### src/hw/rtl/dwgs_pkg.sv
// Shared types and constants of the damped wave grid block.
`timescale 1ns / 1ps

package dwgs_pkg;

    // Item actions
    typedef enum logic [1:0] {
        ACT_STEP  = 2'd0,
        ACT_READ  = 2'd1,
        ACT_WRITE = 2'd2,
        ACT_NOP   = 2'd3
    } t_action;

    // Controller to datapath commands
    typedef struct packed {
        logic clear;   // clearing pass after reset, one cell a cycle
        logic start;   // step accepted: restart scan counters and flag
        logic scan;    // issue one raster read of the step scan
        logic load;    // capture the accepted item
        logic host;    // single-cell read or write slot
        logic swap;    // exchange current and previous banks
    } t_cmd;

    localparam logic [15:0]        WAVE_COEFF_RESET = 16'd16384;
    localparam logic signed [15:0] CENTRE_HEIGHT    = 16'sd819;
    // Cycles from the last scan read to the last write-back
    localparam int                 PIPE_DRAIN       = 6;

endpackage

### src/hw/rtl/dwgs_ctrl.sv
// Controller: sequencing of clear, step scan and host access, plus result register.
`timescale 1ns / 1ps

module dwgs_ctrl #(
    parameter int GRID_SIZE = 64,
    localparam int Cells    = GRID_SIZE * GRID_SIZE,
    localparam int CW       = $clog2(Cells + GRID_SIZE + 1)
) (
    input  logic                 i_clk,
    input  logic                 i_rst_n,
    input  logic                 i_valid,
    input  logic [1:0]           i_action,
    output logic                 o_stall,
    output logic                 o_valid,
    input  logic                 i_stall,
    output logic signed [15:0]   o_height_out,
    output logic                 o_saturated,
    input  logic signed [15:0]   i_res_height,
    input  logic                 i_res_sat,
    output dwgs_pkg::t_cmd       o_cmd,
    output logic [CW-1:0]        o_cnt
);

    typedef enum logic [2:0] {
        ST_CLEAR,
        ST_IDLE,
        ST_SCAN,
        ST_DRAIN,
        ST_HOST,
        ST_FIN
    } t_state;

    t_state             r_state, n_state;
    logic [CW-1:0]      r_cnt, n_cnt;
    logic               r_step, n_step;
    logic               r_ov, n_ov;
    logic signed [15:0] r_hout, n_hout;
    logic               r_sat, n_sat;
    logic               w_fin_go;

    assign w_fin_go = (r_state == ST_FIN) && (!r_ov || !i_stall);

    // next state and result register
    always_comb begin
        n_state = r_state;
        n_cnt   = r_cnt;
        n_step  = r_step;
        n_ov    = r_ov;
        n_hout  = r_hout;
        n_sat   = r_sat;
        if (r_ov && !i_stall) begin
            n_ov = 1'b0;
        end
        case (r_state)
            ST_CLEAR: begin
                if (r_cnt == CW'(Cells - 1)) begin
                    n_state = ST_IDLE;
                    n_cnt   = '0;
                end else begin
                    n_cnt = r_cnt + 1'b1;
                end
            end
            ST_IDLE: begin
                if (i_valid) begin
                    n_cnt = '0;
                    if (i_action == dwgs_pkg::ACT_STEP) begin
                        n_state = ST_SCAN;
                        n_step  = 1'b1;
                    end else begin
                        n_state = ST_HOST;
                        n_step  = 1'b0;
                    end
                end
            end
            ST_SCAN: begin
                if (r_cnt == CW'(Cells + GRID_SIZE - 1)) begin
                    n_state = ST_DRAIN;
                    n_cnt   = '0;
                end else begin
                    n_cnt = r_cnt + 1'b1;
                end
            end
            ST_DRAIN: begin
                if (r_cnt == CW'(dwgs_pkg::PIPE_DRAIN - 1)) begin
                    n_state = ST_FIN;
                end else begin
                    n_cnt = r_cnt + 1'b1;
                end
            end
            ST_HOST: begin
                n_state = ST_FIN;
            end
            ST_FIN: begin
                if (w_fin_go) begin
                    n_state = ST_IDLE;
                    n_ov    = 1'b1;
                    n_hout  = i_res_height;
                    n_sat   = i_res_sat;
                end
            end
            default: begin
                n_state = ST_IDLE;
            end
        endcase
    end

    always_ff @(posedge i_clk) begin
        if (!i_rst_n) begin
            r_state <= ST_CLEAR;
            r_cnt   <= '0;
            r_step  <= 1'b0;
            r_ov    <= 1'b0;
        end else begin
            r_state <= n_state;
            r_cnt   <= n_cnt;
            r_step  <= n_step;
            r_ov    <= n_ov;
            r_hout  <= n_hout;
            r_sat   <= n_sat;
        end
    end

    // commands to the datapath
    always_comb begin
        o_cmd       = '0;
        o_cmd.clear = (r_state == ST_CLEAR);
        o_cmd.scan  = (r_state == ST_SCAN);
        o_cmd.host  = (r_state == ST_HOST);
        o_cmd.load  = (r_state == ST_IDLE) && i_valid;
        o_cmd.start = (r_state == ST_IDLE) && i_valid && (i_action == dwgs_pkg::ACT_STEP);
        o_cmd.swap  = w_fin_go && r_step;
    end

    assign o_cnt        = r_cnt;
    assign o_stall      = (r_state != ST_IDLE);
    assign o_valid      = r_ov;
    assign o_height_out = r_hout;
    assign o_saturated  = r_sat;

endmodule

### config.mk
export PLATFORM = sky130hd
export DESIGN_NAME = dwgs_ctrl
export DESIGN_NICKNAME = d
export VERILOG_FILES = /design/src/hw/rtl/dwgs_pkg.sv /design/src/hw/rtl/dwgs_ctrl.sv
export SDC_FILE = /design/constraint.sdc
export NUM_CORES = 1
export LEC_CHECK = 0
export BUFFER_PORTS_ARGS = -buffer_cell sky130_fd_sc_hd__clkbuf_2
export CAP_MARGIN = 0
export CORE_MARGIN = 8
export CORE_UTILIZATION = 45
export DETAILED_ROUTE_END_ITERATION = 12
export GPL_TIMING_DRIVEN = 0
export PLACE_DENSITY = 0.73
export SYNTH_ARGS = -nofsm -noshare
export SYNTH_HDL_FRONTEND = slang
export SYNTH_SLANG_ARGS = --single-unit
export TNS_END_PERCENT = 1
### constraint.sdc
create_clock -name i_clk -period 5.47 [get_ports i_clk]
set_clock_uncertainty 0.1 [all_clocks]
set_input_delay 1.094 -clock i_clk [delete_from_list [all_inputs] [get_ports i_clk]]
set_output_delay 1.094 -clock i_clk [all_outputs]
set_load 0.01 [all_outputs]
==> reports/metrics.cfg <==
[run_status]
status = completed

[timing]
drv_slew = 0
period_needed_ns = 3.10
whs_ns = 0.411
fin_crit_sh_pct = 56.6
fin_tns_setup_ns = 0
clock.fmax_mhz = 323
tightest_slew_ns = 0.619
rsz0062_at_grt = no
setup_viol = 0
relSlewSlack_pct = 58.5
hold_viol_final = 0

[place]
gp_congestion = 0.886
dpl_cell_area_um2 = 2120
dp_hpwl_um = 3230
port_buffers = 60

[worst_setup_path]
worstPathCellList = buf_1 > clkbuf_1 > and4_1 > clkbuf_2
critical_path_buf_inv_count = 3
required_ns = 4.28
crit_path_end_kind = primary output
cp.arrival_ns = 1.90
r2r-end = o_height_out[7]
timing.rr.start = r_state[2]
critPathSlowestCell = buf_1
critPathLaunchType = flip-flop
critPathMaxStageDelay_ns = 0.42
r2r_slack_ns = 2.92
path_max_fanout = 10
critPathTopFamily = buffers and inverters
crit_type = flip-flop to primary output
rr_worst_depth = 5

[power_and_ir_drop]
power.density_nw_per_um2 = 239
leakagePower_nw = 0.922
finalPower_mw = 0.533
vdd_drop_max_uv = 106

[floorplan]
die_h_um = 78.2
die_area_um2 = 6120
initial_core_util_pct = 47.2
die_x_um = 78.2
rows = 22
core_um2 = 3690
boundaryPins = 61

[grt]
antenna_found_initial = 0
grt_max_degree = 13
grt_pass1_wl_um = 6880
grt_pass1_vias = 1401
grt_usage_pct = 13.7
use_met2_pct = 21.0
use_met1_pct = 17.0
met3_usage_pct = 5.01
grt_most_used_layer = met2
grt_overflow = 0

[clocking]
path_clk_slew_ns = 0.07
clock-sinks = 35
cts_buffer_depth = 2
cts_made_buffers = 5
cts_tree = built
cts_resized = 0
cts_max_level = 2
cts_hold_buf = 0
insertion_delay_ns = 0.29
cts-root-buf = clkbuf_8
cts_setup_buffers = 0

[synthesis]
synthesis.nets = 194
syn_inst = 169
ys_seq_area_share_pct = 50.0
synth_cell_types = 46
async_reset_ff_share_pct = 0
synth_edf_count = 17
syn_area_um2 = 1740
syn_area_per_cell_um2 = 10.3
ys_warn_count = 0
synth_ff_type = dfxtp_1
synth.ff_latch_count = 35

[drt]
dr.pass1.iters = 4
ant_nets = 0
drt_wl_total_um = 4230
first_iter_violations = 57
vias_per_cell = 5.36
remaining_drc_errors = 0
dr_total_vias = 1533
routedWlPerCell_um = 14.8

[cells_and_area]
final_common_cell = clkbuf_2
diodes = 0
final_cell_mix = clkbuf_2, dfxtp_1, edfxtp_1
area_delta_synth_final_pct = 28.1
nNetsFinal = 262
drive_gt1_share_pct = 34.9
post-route-cell-area_um2 = 2230

[hold_path]
min_path_cells = 2
holdPathEnd = r_step
worstHoldPathType = flip-flop to flip-flop
min-delay-start = r_step

[flow_run]
drv_cap = 0

-- synthesized netlist by cell type, types with 3 or more instances --
cell type  count  area [um2]
dfxtp_1       18         360
edfxtp_1      17         510
nand2_1       15        56.3
nor2_1        14        52.6
nand3_1       10        50.1
nand4_1       10        62.6
nor3_1         9        45.0
inv_1          7        26.3
a31oi_1        6        37.5
nor2b_1        4        25.0
o21ai_0        4        20.0
a21oi_1        3        15.0
and3_1         3        18.8
and4b_1        3        30.0
clkbuf_1       3        11.3
xnor2_1        3        26.3
-- registers in the layout (all words and copies together), names as in the netlist --
signal,count
o_saturated,1
r_step,1
o_cnt,13
o_valid,1
o_height_out,16
r_state,3
-- area by class of cell --
type | count | area, um2
plain buffers | 8 | 43.8
clock buffers | 5 | 68.8
clock inverters | 3 | 43.8
fillers | 332 | 1460
inverters | 7 | 26.3
multi-input cells | 119 | 806
flip-flops and latches | 35 | 871
well taps | 48 | 60.1
repair buffers | 61 | 312
-- power breakdown --
group / leakage [nW] / switching [mW] / total [mW] / internal, mW
Sequential: 0.298 / 0.00328 / 0.279 / 0.276
Combinational: 0.565 / 0.0110 / 0.0233 / 0.0123
Clock: 0.0581 / 0.0948 / 0.230 / 0.136
-- worst max path at each step --
stage,startpoint,endpoint,slack (ns),cells past startpoint
after detailed placement,i_action[1],o_cmd[4],2.44,4
after floorplan,i_rst_n,o_height_out[0],2.41,2
final,r_state[2],o_cmd[0],2.37,4
after global routing,r_state[2],o_cmd[2],2.25,6
after global placement,i_rst_n,o_height_out[11],1.75,3
after CTS,r_state[2],o_cmd[0],2.39,4
-- stage by stage --
step	utilization, %	setup WS (ns)	cells
final	60.5	2.37	286
after floorplan	-	2.41	169
after global routing	60.5	2.25	286
after global placement	57.0	1.75	277
after CTS	60.5	2.39	286
after detailed placement	57.4	2.44	278
-- worst reg2reg max path, stage by stage (launching register included) --
cell and delay (ns):
dfxtp_1 0.39, buf_1 0.42, clkbuf_1 0.40, nand2_1 0.16, nor3b_2 0.55, buf_6 0.23
-- routing by layer --
metal	part of all wire, %	wire (um)
met1	46	1950
met3	6.7	282
met2	46	1940
met5	0	0
met4	1.3	53
-- logic make-up after synthesis --
kind of cell	after synthesis	share of synthesized area [%]
and+or+nand+nor	88	31.0
DFF	35	50.0
AOI/OAI and AO/OA	24	11.1
buffers and inverters	15	4.02
xor gates and xnor gates	5	2.51
adders and majority gates	2	1.44
No activity file was read; power rests on OpenSTA's default activity.
